`config.mk`:
```
export PLATFORM = sky130hd
export DESIGN_NAME = parity_life_generation_step_top
export DESIGN_NICKNAME = d
export VERILOG_FILES = /design/src/plgs_pkg.sv /design/src/plgs_line_store.sv /design/src/plgs_result_fifo.sv /design/src/parity_life_generation_step_top.sv
export SDC_FILE = /design/constraint.sdc
export NUM_CORES = 2
export LEC_CHECK = 0
export BUFFER_PORTS_ARGS = -buffer_cell sky130_fd_sc_hd__buf_2
export CAP_MARGIN = 20
export CORE_MARGIN = 4
export CORE_UTILIZATION = 25
export CTS_CLUSTER_DIAMETER = 80
export DETAILED_ROUTE_END_ITERATION = 6
export GPL_ROUTABILITY_DRIVEN = 0
export GPL_TIMING_DRIVEN = 0
export PLACE_DENSITY = 0.4
export SLEW_MARGIN = 20
export SYNTH_ARGS = -nofsm -noshare
export SYNTH_HDL_FRONTEND = slang
export SYNTH_HIERARCHICAL = 1
export SYNTH_SLANG_ARGS = --single-unit
```
`constraint.sdc`:
```
create_clock -name clk -period 22.6 [get_ports clk]
set_input_delay 1.13 -clock clk [delete_from_list [all_inputs] [get_ports clk]]
set_output_delay 1.13 -clock clk [all_outputs]
set_load 0.02 [all_outputs]
```
`src/plgs_pkg.sv`:
```
// Shared types and constants for the parity life generation step.
// No dependencies; used by the top level, the result queue and the bench.
`timescale 1ns / 1ps
`default_nettype none

package plgs_pkg;

  localparam int unsigned CFG_DATA_W  = 11;
  localparam int unsigned CFG_INDEX_W = 1;

  // Configuration register indexes
  localparam logic [CFG_INDEX_W-1:0] REG_GRID_WIDTH  = 1'b0;
  localparam logic [CFG_INDEX_W-1:0] REG_GRID_HEIGHT = 1'b1;

  localparam int unsigned DIM_MIN = 3;

  // Output queue: holds up to two results per item plus slack
  localparam int unsigned FIFO_DEPTH = 4;
  localparam int unsigned FIFO_PTR_W = 2;
  localparam int unsigned FIFO_CNT_W = 3;

  typedef struct packed {
    logic new_cell;
    logic row_last;
    logic frame_last;
  } result_t;

  // Results released by one item: first is the cell left of the input,
  // second is the last cell of the row at the right edge
  typedef struct packed {
    logic    first_valid;
    logic    second_valid;
    result_t first;
    result_t second;
  } push_t;

  // Position flags of an item held in the input stage
  typedef struct packed {
    logic alive;
    logic col_zero;
    logic col_last;
    logic row_ge1;
    logic row_ge2;
    logic row_is_pad;
  } item_t;

  function automatic int unsigned clamp_dim(logic [CFG_DATA_W-1:0] v, int unsigned hi);
    int unsigned x;
    x = 32'(v);
    if (x < DIM_MIN) begin
      return DIM_MIN;
    end
    if (x > hi) begin
      return hi;
    end
    return x;
  endfunction

endpackage

`default_nettype wire

```
`src/plgs_line_store.sv`:
```
// Two-row line store: bit 1 holds the row two back, bit 0 the row one back.
// One write and one registered read per cycle. Does not use plgs_pkg.
`timescale 1ns / 1ps
`default_nettype none

module plgs_line_store #(
  parameter int unsigned DEPTH  = 1024,
  parameter int unsigned ADDR_W = 10
) (
  input  wire logic              clk,
  input  wire logic              rd_en,
  input  wire logic [ADDR_W-1:0] rd_addr,
  output logic      [1:0]        rd_data,
  input  wire logic              wr_en,
  input  wire logic [ADDR_W-1:0] wr_addr,
  input  wire logic [1:0]        wr_data
);

  logic [1:0] mem [DEPTH];

  always_ff @(posedge clk) begin
    if (wr_en) begin
      mem[wr_addr] <= wr_data;
    end
  end

  // hold the read data while the input stage is stalled
  always_ff @(posedge clk) begin
    if (rd_en) begin
      rd_data <= mem[rd_addr];
    end
  end

endmodule

`default_nettype wire

```
`src/plgs_result_fifo.sv`:
```
// Small result queue: takes up to two results a cycle, sends one.
// Depends on plgs_pkg for result_t, push_t and the queue sizes.
`timescale 1ns / 1ps
`default_nettype none

module plgs_result_fifo (
  input  wire logic             clk,
  input  wire logic             rst,
  input  wire plgs_pkg::push_t  push,
  output logic                  room,
  output logic                  out_valid,
  input  wire logic             out_ready,
  output plgs_pkg::result_t     out_data
);

  plgs_pkg::result_t                     slots [plgs_pkg::FIFO_DEPTH];
  logic [plgs_pkg::FIFO_PTR_W-1:0]       wr_ptr;
  logic [plgs_pkg::FIFO_PTR_W-1:0]       rd_ptr;
  logic [plgs_pkg::FIFO_CNT_W-1:0]       count;
  logic [plgs_pkg::FIFO_PTR_W-1:0]       second_ptr;
  logic [plgs_pkg::FIFO_CNT_W-1:0]       push_n;
  logic                                  pop;

  assign pop        = out_valid && out_ready;
  assign push_n     = plgs_pkg::FIFO_CNT_W'(push.first_valid)
                    + plgs_pkg::FIFO_CNT_W'(push.second_valid);
  assign second_ptr = wr_ptr + plgs_pkg::FIFO_PTR_W'(push.first_valid);
  assign room       = count <= plgs_pkg::FIFO_CNT_W'(plgs_pkg::FIFO_DEPTH - 2);
  assign out_valid  = count != '0;
  assign out_data   = slots[rd_ptr];

  always_ff @(posedge clk) begin
    if (push.first_valid) begin
      slots[wr_ptr] <= push.first;
    end
    if (push.second_valid) begin
      slots[second_ptr] <= push.second;
    end
  end

  always_ff @(posedge clk) begin
    if (rst) begin
      wr_ptr <= '0;
      rd_ptr <= '0;
      count  <= '0;
    end else begin
      wr_ptr <= wr_ptr + push_n[plgs_pkg::FIFO_PTR_W-1:0];
      if (pop) begin
        rd_ptr <= rd_ptr + 1'b1;
      end
      count <= count + push_n - plgs_pkg::FIFO_CNT_W'(pop);
    end
  end

endmodule

`default_nettype wire

```
`src/parity_life_generation_step_top.sv`:
```
// Parity cellular automaton, one generation over a raster-order stream.
// Channels: s_* carries input cells (tdata bit 0 cell_value, tuser pad_row);
// m_* carries results (tdata bit 0 new_cell, tlast row_last, tuser
// frame_last). cfg_we/cfg_index/cfg_wdata write grid_width (index 0) and
// grid_height (index 1); a write restarts the frame.
// The producer sends grid_height rows of grid_width cells and then one
// padding row. Output row r comes out while input row r+1 arrives: result
// for column c-1 with input column c, plus the last column at the right edge.
// A result passes the input stage, where the line store read joins the
// input, and then the result queue before it can leave. Throughput: one cell
// per cycle while the queue has room; an item at the right edge pushes two
// results and the first column of the next row pushes none, so a
// receiver that takes one result per cycle never stalls the input.
// The line store is a single-port-write, registered-read memory of
// WIDTH_CAP two-bit entries; rows not yet received in a frame are gated to
// zero, so it needs no clearing after reset.
// Reset clears the counters, the window, the input stage and the queue and
// sets both dimensions to 255. When the receiver stalls, results fill the
// queue and s_tready falls once fewer than two entries are free.
`timescale 1ns / 1ps
`default_nettype none

module parity_life_generation_step_top #(
  parameter int unsigned WIDTH_CAP  = 1024,
  parameter int unsigned HEIGHT_CAP = 1024
) (
  input  wire logic                                clk,
  input  wire logic                                rst,
  input  wire logic                                s_tvalid,
  output logic                                     s_tready,
  input  wire logic [7:0]                          s_tdata,   // [0] cell_value
  input  wire logic                                s_tuser,   // [0] pad_row
  output logic                                     m_tvalid,
  input  wire logic                                m_tready,
  output logic [7:0]                               m_tdata,   // [0] new_cell
  output logic                                     m_tlast,   // row_last
  output logic                                     m_tuser,   // [0] frame_last
  input  wire logic                                cfg_we,
  input  wire logic [plgs_pkg::CFG_INDEX_W-1:0]    cfg_index,
  input  wire logic [plgs_pkg::CFG_DATA_W-1:0]     cfg_wdata
);

  localparam int unsigned ADDR_W = $clog2(WIDTH_CAP);
  localparam int unsigned WID_W  = $clog2(WIDTH_CAP + 1);
  localparam int unsigned ROW_W  = $clog2(HEIGHT_CAP + 1);
  localparam int unsigned W_RST  = (255 > WIDTH_CAP) ? WIDTH_CAP : 255;
  localparam int unsigned H_RST  = (255 > HEIGHT_CAP) ? HEIGHT_CAP : 255;

  logic [WID_W-1:0]   width;
  logic [ROW_W-1:0]   height;
  logic [ADDR_W-1:0]  col;
  logic [ROW_W-1:0]   row;
  logic [ADDR_W-1:0]  col_eff;
  logic [ROW_W-1:0]   row_eff;
  logic               col_last;
  logic               restart;
  logic               accept;
  logic               consume;
  logic               room;

  plgs_pkg::item_t    item;
  plgs_pkg::item_t    item_next;
  logic               item_valid;
  logic [ADDR_W-1:0]  item_col;

  logic [1:0]         rows_rd;
  logic [2:0]         window;
  logic [2:0]         win_next;
  logic               above2;
  logic               above1;
  logic               col_par;

  plgs_pkg::push_t    push;
  plgs_pkg::result_t  out_data;

  assign restart = cfg_we &&
                   (cfg_index == plgs_pkg::REG_GRID_WIDTH ||
                    cfg_index == plgs_pkg::REG_GRID_HEIGHT);

  always_ff @(posedge clk) begin
    if (rst) begin
      width  <= WID_W'(W_RST);
      height <= ROW_W'(H_RST);
    end else if (cfg_we) begin
      case (cfg_index)
        plgs_pkg::REG_GRID_WIDTH: begin
          width <= WID_W'(plgs_pkg::clamp_dim(cfg_wdata, WIDTH_CAP));
        end
        plgs_pkg::REG_GRID_HEIGHT: begin
          height <= ROW_W'(plgs_pkg::clamp_dim(cfg_wdata, HEIGHT_CAP));
        end
        default: begin
        end
      endcase
    end
  end

  // ---- position of the incoming item
  assign col_eff  = (WID_W'(col) >= width) ? '0 : col;
  assign row_eff  = (row > height) ? '0 : row;
  assign col_last = (WID_W'(col_eff) + WID_W'(1)) == width;

  assign consume  = item_valid && room;
  assign s_tready = !item_valid || consume;
  assign accept   = s_tvalid && s_tready;

  always_comb begin
    item_next.alive      = s_tdata[0] && !s_tuser && (row_eff < height);
    item_next.col_zero   = col_eff == '0;
    item_next.col_last   = col_last;
    item_next.row_ge1    = row_eff >= ROW_W'(1);
    item_next.row_ge2    = row_eff >= ROW_W'(2);
    item_next.row_is_pad = row_eff == height;
  end

  always_ff @(posedge clk) begin
    if (rst || restart) begin
      col <= '0;
      row <= '0;
    end else if (accept) begin
      if (col_last) begin
        col <= '0;
        row <= (row_eff == height) ? '0 : row_eff + ROW_W'(1);
      end else begin
        col <= col_eff + ADDR_W'(1);
        row <= row_eff;
      end
    end
  end

  always_ff @(posedge clk) begin
    if (rst) begin
      item_valid <= 1'b0;
    end else if (s_tready) begin
      item_valid <= s_tvalid;
    end
  end

  always_ff @(posedge clk) begin
    if (accept) begin
      item     <= item_next;
      item_col <= col_eff;
    end
  end

  plgs_line_store #(
    .DEPTH  (WIDTH_CAP),
    .ADDR_W (ADDR_W)
  ) u_line_store (
    .clk     (clk),
    .rd_en   (accept),
    .rd_addr (col_eff),
    .rd_data (rows_rd),
    .wr_en   (consume),
    .wr_addr (item_col),
    .wr_data ({rows_rd[0], item.alive})
  );

  // ---- column parity window and results
  assign above2   = item.row_ge2 && rows_rd[1];
  assign above1   = item.row_ge1 && rows_rd[0];
  assign col_par  = above2 ^ above1 ^ item.alive;
  assign win_next = {(item.col_zero ? 2'b00 : window[1:0]), col_par};

  always_ff @(posedge clk) begin
    if (rst || restart) begin
      window <= '0;
    end else if (consume) begin
      window <= win_next;
    end
  end

  always_comb begin
    push.first_valid        = consume && item.row_ge1 && !item.col_zero;
    push.second_valid       = consume && item.row_ge1 && item.col_last;
    push.first.new_cell     = ~(^win_next);
    push.first.row_last     = 1'b0;
    push.first.frame_last   = 1'b0;
    push.second.new_cell    = ~(win_next[0] ^ win_next[1]);
    push.second.row_last    = 1'b1;
    push.second.frame_last  = item.row_is_pad;
  end

  plgs_result_fifo u_result_fifo (
    .clk       (clk),
    .rst       (rst),
    .push      (push),
    .room      (room),
    .out_valid (m_tvalid),
    .out_ready (m_tready),
    .out_data  (out_data)
  );

  assign m_tdata = {7'b0, out_data.new_cell};
  assign m_tlast = out_data.row_last;
  assign m_tuser = out_data.frame_last;

endmodule

`default_nettype wire

```
# After elaboration in Yosys (flattened, before gate mapping)
# Memories as Yosys holds them, arrays and structs flattened. A register that Yosys moved wholly into a read port is not among the register bits.
# Index checks and enable logic that the tools add are counted.
# op_classes
n_addsub	9
n_lt_le_gt_ge	8
n_eq_ne	2
muxes	36
bitwise	6
reduce_logical	20
# ops
op	n
11-bit two-way mux	8
11-bit == test	2
1-bit two-way mux	22
10-bit two-way mux	2
10-bit by 1-bit adder with 11-bit output, second input constant	1
11-bit by 1-bit adder with 11-bit output, second input constant	1
10-bit by 11-bit greater-or-equal comparator with 1-bit output	1
11-bit by 1-bit greater-or-equal comparator with 1-bit output, second input constant	1
11-bit by 2-bit greater-or-equal comparator with 1-bit output, second input constant	1
11-bit greater-than comparator	1
11-bit greater-than comparator, second input constant	1
11-bit < comparator	1
11-bit by 2-bit < comparator with 1-bit output, second input constant	1
10-bit by 1-bit adder with 10-bit output, second input constant	1
1-bit logical AND	10
10-bit zero test	1
2-bit two-way mux	4
2-bit AND reduction	2
3-bit adder	1
3-bit by 2-bit less-or-equal comparator with 1-bit output, second input constant	1
1-bit zero test	3
1-bit NOT	3
3-bit nonzero test	1
3-bit XOR reduction	1
7 further kinds	10
# word_totals
regBits	69
mem_bits_rw	2060
input_bits	26
memories	2
# memory_table
name	depth	width	read_ports	rd_ports_with_merged_regs	write_ports	line_no	rtl
u_line_store.mem	1024	2	1	1	1	plgs_line_store.sv:19	logic [1:0] mem [DEPTH];
u_result_fifo.slots	4	3	1	1	2	plgs_result_fifo.sv:16	plgs_pkg::result_t slots [plgs_pkg::FIFO_DEPTH];

# Logic depth before layout (Yosys ltp)
# logic_depth
depth_word	11
mapped_depth	25

# By module
# Netlist, hierarchy kept.
# modules_own_cells
module	n_inst	cells_per_inst	area_each_um2	seq_area_each_um2
plgs_line_store	1	4793	83777.8	61559.0
parity_life_generation_step_top	1	541	4399.2	1401.3
plgs_result_fifo	1	84	1087.3	540.5

# Worst setup path after synthesis
# No wires, ideal clock.
# synth_path
path_type	register to register
from	register u_line_store.rd_data[0], read port of u_line_store.mem
to	memory u_result_fifo/slots[0][2] in the netlist's numbering, data pin
t_arrival_ns	14.529
path_slack_ns	7.811
stages_incl_launch_ff	7
n_path_buf	0
cell_sequence	edfxtp_1 -> nand2_1 -> xor2_1 -> xnor2_1 -> xor2_1 -> xnor2_1 -> mux2_2
# synth_lines
element	line_no	rtl
start, declared	plgs_line_store.sv:13	output logic [1:0] rd_data,
end, declared	plgs_result_fifo.sv:16	

# Worst setup path after layout
# layout_path
from	register width[5]
to	register u_line_store.rd_data[1], read port of u_line_store.mem, data pin
# layout_between
elab_chain_len	2
# layout_lines
element	line_no	rtl
start, declared	parity_life_generation_step_top.sv:49	logic [WID_W-1:0] width;
start signal, assigned	parity_life_generation_step_top.sv:82	width <= WID_W'(W_RST);
start signal, assigned	parity_life_generation_step_top.sv:87	width <= WID_W'(plgs_pkg::clamp_dim(cfg_wdata, WIDTH_CAP));
10-bit by 11-bit greater-or-equal comparator with 1-bit output	parity_life_generation_step_top.sv:99	assign col_eff = (WID_W'(col) >= width) ? '0 : col;
10-bit two-way mux	parity_life_generation_step_top.sv:99	
via col_eff[4]	parity_life_generation_step_top.sv:53	logic [ADDR_W-1:0] col_eff;
# The timed path passes the listed nets, and every way through them passes these cells.
# A chain may end at the register's enable or synchronous reset.

==> key figures <==
Clocking
  – CTS clk-pin slew, worst paths: 0.06 ns
  – Gates resized, CTS repair: 0
  – Inserted Clock Buffers: 239
  – CTS tree: done
  – Maximum buffer depth of the clock tree: 4
  – Clock latency of the later-clocked register in the worst-skew pair: 0.95 ns
  – Number of hold buffers added after CTS: 0
  – Clk sink count: 2133
  – Total number of H-tree levels: 4
  – Root Buffer Master: sky130_fd_sc_hd__clkbuf_16
  – Post-CTS setup buffer count: 0

Place
  – Placed wire-length estimate: 290 mm
  – Port Buf Inserts: 23
  – Placed cell count: 10432
  – Area after DPL: 0.100 mm^2

Worst setup path
  – Worst R2R Path Depth: 19
  – WS Path Type: flop to flop
  – Buffering stage count on the worst path with inverters included: 7
  – Worst setup EP type: flop
  – Destination of the worst register-to-register timing path: u_line_store/rd_data[1]
  – Endpoint required time on the critical path: 23.03 ns
  – Critical path's most frequent cell: sky130_fd_sc_hd__clkbuf_1
  – Cell class contributing the biggest share of worst-path delay: buffers and inverters
  – Setup slack of the worst register-to-register path: 13.29 ns
  – Launching element type of the critical path: flop
  – Critical path cell sequence: clkbuf_1 > inv_1 > ha_1 > nand4_1 > a21oi_1 > o31ai_1 > clkbuf_1 > nand2_1 > nor2_1 > clkbuf_1 > buf_1 > buf_2 > clkbuf_1 > nor2_1 > nand3b_1 > nand4b_1 > a31oi_1 > o31ai_1 > nand4_1
  – Worst r2r src: width[5]
  – Slowest stage cell, crit path: sky130_fd_sc_hd__buf_1
  – Longest individual stage delay on the worst path: 1.01 ns
  – Origin of the worst setup path: width[5]
  – Data arrival at the endpoint of the critical path: around 10 ns
  – Worst-path fanout max: 10

Synth
  – Total of warnings raised by yosys: 6
  – Number of distinct library cell variants in the gate-level netlist after synthesis: 88
  – Number of instances in the synthesized netlist: 5418
  – Async set-reset flop share out of synthesis: 0
  – Yosys top cell by area: sky130_fd_sc_hd__edfxtp_1
  – Register area share after synthesis: 0.711
  – Largest cells by area after synthesis: sky130_fd_sc_hd__edfxtp_1 70%, sky130_fd_sc_hd__mux4_2 11%, sky130_fd_sc_hd__nor2_1 4.7%
  – Per-instance average area after synthesis: around 16 um^2
  – Simple logic cell fraction of the synthesized area: 0.0746
  – Xor/xnor share of the synthesized area: 0.00210
  – Area share of the leading cell type in the synthesized netlist: 0.699
  – Largest family of logic cells by synthesized area: multiplexers
  – Share of synthesized cell area in full adder, half adder and majority cells: 0.00625
  – Post-synth design cell area: about 0.089 mm^2
  – Share of the synthesized area in compound gates (AO/OA/AOI/OAI): 0.0381
  – Fraction of synthesized area in multiplexers: 0.140
  – Count of flip-flops with a built-in enable after synthesis: 2078
  – Number of synthesized register bits: 2133
  – Most common cell in the synthesized netlist: sky130_fd_sc_hd__edfxtp_1
  – Leading register cell type out of synthesis: sky130_fd_sc_hd__edfxtp_1
  – Most used standard cells in the synthesized netlist: 2078 x sky130_fd_sc_hd__edfxtp_1, 1107 x sky130_fd_sc_hd__nor2_1, 452 x sky130_fd_sc_hd__mux4_2

Run
  – Max Cap Viol: 0

Layout
  – Finished Layout Cells: between 10000 and 15000
  – Net count reported at finish: 5994
  – Number of fill cells: 35286
  – Final non-filler cell area: roughly 0.11 mm^2
  – Area grow syn2layout: 20.6%
  – Share of final-layout standard cells stronger than drive strength 1: 0.220

Routing
  – Total routed wirelength: 402 mm
  – # DRC: 0
  – Routed wirelength normalized by instance count: 36.9 um
  – Number of DRC violations after detailed-routing iteration 0: 8555
  – Count of nets left with antenna violations after detail routing: 0
  – Overall via count from detail_route: about 57000
  – Ratio of routed vias to standard cells: about 5.2
  – Pre-Repair DR Iteration Count: 7

Min path
  – Type of the tightest min-delay check: flop to flop
  – Min-Delay Startpoint: window[1]
  – Depth of the worst hold-timing path: 2
  – Hold Crit Endpoint: window[1]

Global routing
  – Via count of the first global-routing pass: around 55000
  – First-pass GRT wire length: about 530 mm
  – Initial antenna violation count: 49
  – Global-route met1 utilization: 0.289
  – Routing usage on met2: 0.338
  – Total routing usage reported by global routing: 0.214
  – Busiest layer in global routing: met2
  – Routing usage on met3: 0.0450
  – Congestion Overflow GR: 0
  – Maximum number of pins on one net before global-route repair: 28

Power
  – Power per Cell Area: 81.3 mW/mm^2
  – Leak pwr: around 0.033 uW
  – Worst IR drop on VDD: 0.0690 mV

Floorplanning
  – Core footprint: roughly 0.36 mm^2
  – Row cnt: 219
  – Effective utilization at floorplan: 0.251
  – DIE AREA: 0.367 mm^2
  – Count of pins on the block boundary: 38
  – Chip height: a little over 600 um
  – Horizontal die dimension: 606 um

STA
  – Min Tclk post-route: 9.31 ns
  – Headroom to the max-slew limit: 0.146
  – Actual slew at the worst max-slew pin: roughly 1.3 ns
  – Max-slew violation total from the final report: 0
  – Fmax: approximately 110 MHz
  – Setup tns final: 0 ns
  – Endpoints failing setup: 0
  – Unrepaired setup endpoints after global routing: no
  – Period Utilization, post-route: 0.412
  – Number of hold violations in the final report: 0
  – Setup clock skew after layout: 0.122 ns

Run status
  – Run status: completed
kinds of logic (layout without fill, tap and decap cells):
logic type / after synthesis / in the layout
fa+ha+maj: 44 / 44
flops: 2133 / 2133
buf+inv: 483 / 1163
simple gates: 1567 / 1567
other cells: 2 / 36
compound gates: 487 / 487
mux: 683 / 683
xor+xnor: 19 / 19
state kept, by name (all words and copies together), names as in the netlist, 3 cells and up, named ones only:
| register | cells |
|---|---|
| item | 6 |
| u_line_store/mem | 2048 |
| item_col | 10 |
| row | 11 |
| u_result_fifo/count | 3 |
| height | 11 |
| u_result_fifo/slots | 12 |
| width | 11 |
| col | 10 |
worst max-delay path by stage:
stage / endpoint / slack [ns] / cells after the start
2_1_floorplan: u_result_fifo/slots[0][2] / 7.81 / 6
3_5_place_dp: u_line_store/rd_data[1] / 13.49 / 19
4_1_cts: u_line_store/rd_data[1] / 13.44 / 19
5_1_grt: u_line_store/rd_data[1] / 13.27 / 24
3_3_place_gp: u_line_store/mem[739][0] / -6.74 / 0
6_report: u_line_store/rd_data[1] / 13.29 / 19
placed cells by master (no fill, tap or decap), types with 28 or more instances in the layout:
cell type,netlist,routed
sky130_fd_sc_hd__o21ai_0,57,57
sky130_fd_sc_hd__ha_1,43,43
sky130_fd_sc_hd__buf_4,35,40
sky130_fd_sc_hd__inv_1,47,47
sky130_fd_sc_hd__nand2b_1,29,29
sky130_fd_sc_hd__buf_8,14,104
sky130_fd_sc_hd__buf_16,0,83
sky130_fd_sc_hd__buf_6,33,39
sky130_fd_sc_hd__nand2_1,134,134
sky130_fd_sc_hd__nand3_1,61,61
sky130_fd_sc_hd__clkbuf_1,265,176
sky130_fd_sc_hd__clkbuf_2,0,147
sky130_fd_sc_hd__a22oi_1,48,48
sky130_fd_sc_hd__buf_1,54,43
sky130_fd_sc_hd__mux4_2,452,452
sky130_fd_sc_hd__buf_12,2,41
sky130_fd_sc_hd__nor2_1,1107,1101
sky130_fd_sc_hd__clkinv_2,0,41
sky130_fd_sc_hd__nand4_1,28,28
sky130_fd_sc_hd__a21oi_1,103,103
sky130_fd_sc_hd__o221ai_1,82,82
sky130_fd_sc_hd__mux2i_1,209,209
sky130_fd_sc_hd__nor3_1,58,56
sky130_fd_sc_hd__o22ai_1,51,51
sky130_fd_sc_hd__edfxtp_1,2078,2078
sky130_fd_sc_hd__clkinv_1,1,59
sky130_fd_sc_hd__buf_2,31,66
sky130_fd_sc_hd__clkbuf_16,0,240
sky130_fd_sc_hd__dfxtp_1,55,55
power by group:
part	total (uW)	switching, uW	leakage (uW)	internal [uW]
clock network	3780	1640	0.00362	2140
logic	574	383	0.00983	192
registers	4400	12.8	0.0191	4380
layer usage:
layer / routed length [um] / vias to the layer above
met1: 163000 / 30694
met2: 184000 / 3260
met4: 18100 / 0
li1: - / 22253
met5: 0 / -
met3: 36200 / 633
cell type report:
type	instances	area, um^2	share of cell area
Clock buffer	301	6230	0.0579
Sequential cell	2133	63500	0.590
Antenna cell	17	42.5	0.000395
Buffer	434	2450	0.0227
Tap cell	4751	5940	0.0552
Timing Repair Buffer	248	4650	0.0432
Multi-Input combinational cell	2819	23500	0.218
Inverter	49	184	0.00171
Clock inverter	131	1160	0.0108
worst reg2reg max path, cell delays in order, from the launching register on:
cell,delay [ns]
sky130_fd_sc_hd__dfxtp_1,0.30
sky130_fd_sc_hd__clkbuf_1,0.38
sky130_fd_sc_hd__inv_1,0.15
sky130_fd_sc_hd__ha_1,0.33
sky130_fd_sc_hd__nand4_1,0.13
sky130_fd_sc_hd__a21oi_1,0.08
sky130_fd_sc_hd__o31ai_1,0.56
sky130_fd_sc_hd__clkbuf_1,0.50
sky130_fd_sc_hd__nand2_1,0.20
sky130_fd_sc_hd__nor2_1,0.66
sky130_fd_sc_hd__clkbuf_1,0.64
sky130_fd_sc_hd__buf_1,1.01
sky130_fd_sc_hd__buf_2,0.64
sky130_fd_sc_hd__clkbuf_1,0.88
sky130_fd_sc_hd__nor2_1,0.50
sky130_fd_sc_hd__nand3b_1,0.34
sky130_fd_sc_hd__nand4b_1,0.33
sky130_fd_sc_hd__a31oi_1,0.19
sky130_fd_sc_hd__o31ai_1,0.52
sky130_fd_sc_hd__nand4_1,0.51
through the flow:
step                      power (uW)  hold slack, ns   util  setup slack (ns)
after floorplan                 4840           0.435      -              7.81
after global placement          5180           0.460  0.268             -6.74
after detailed placement        5050           0.458  0.282             13.49
after CTS                       8810           0.424  0.302             13.44
after global routing            9010           0.475  0.303             13.27
final                           8750           0.458  0.303             13.29
(Power assumes the default switching activity.)
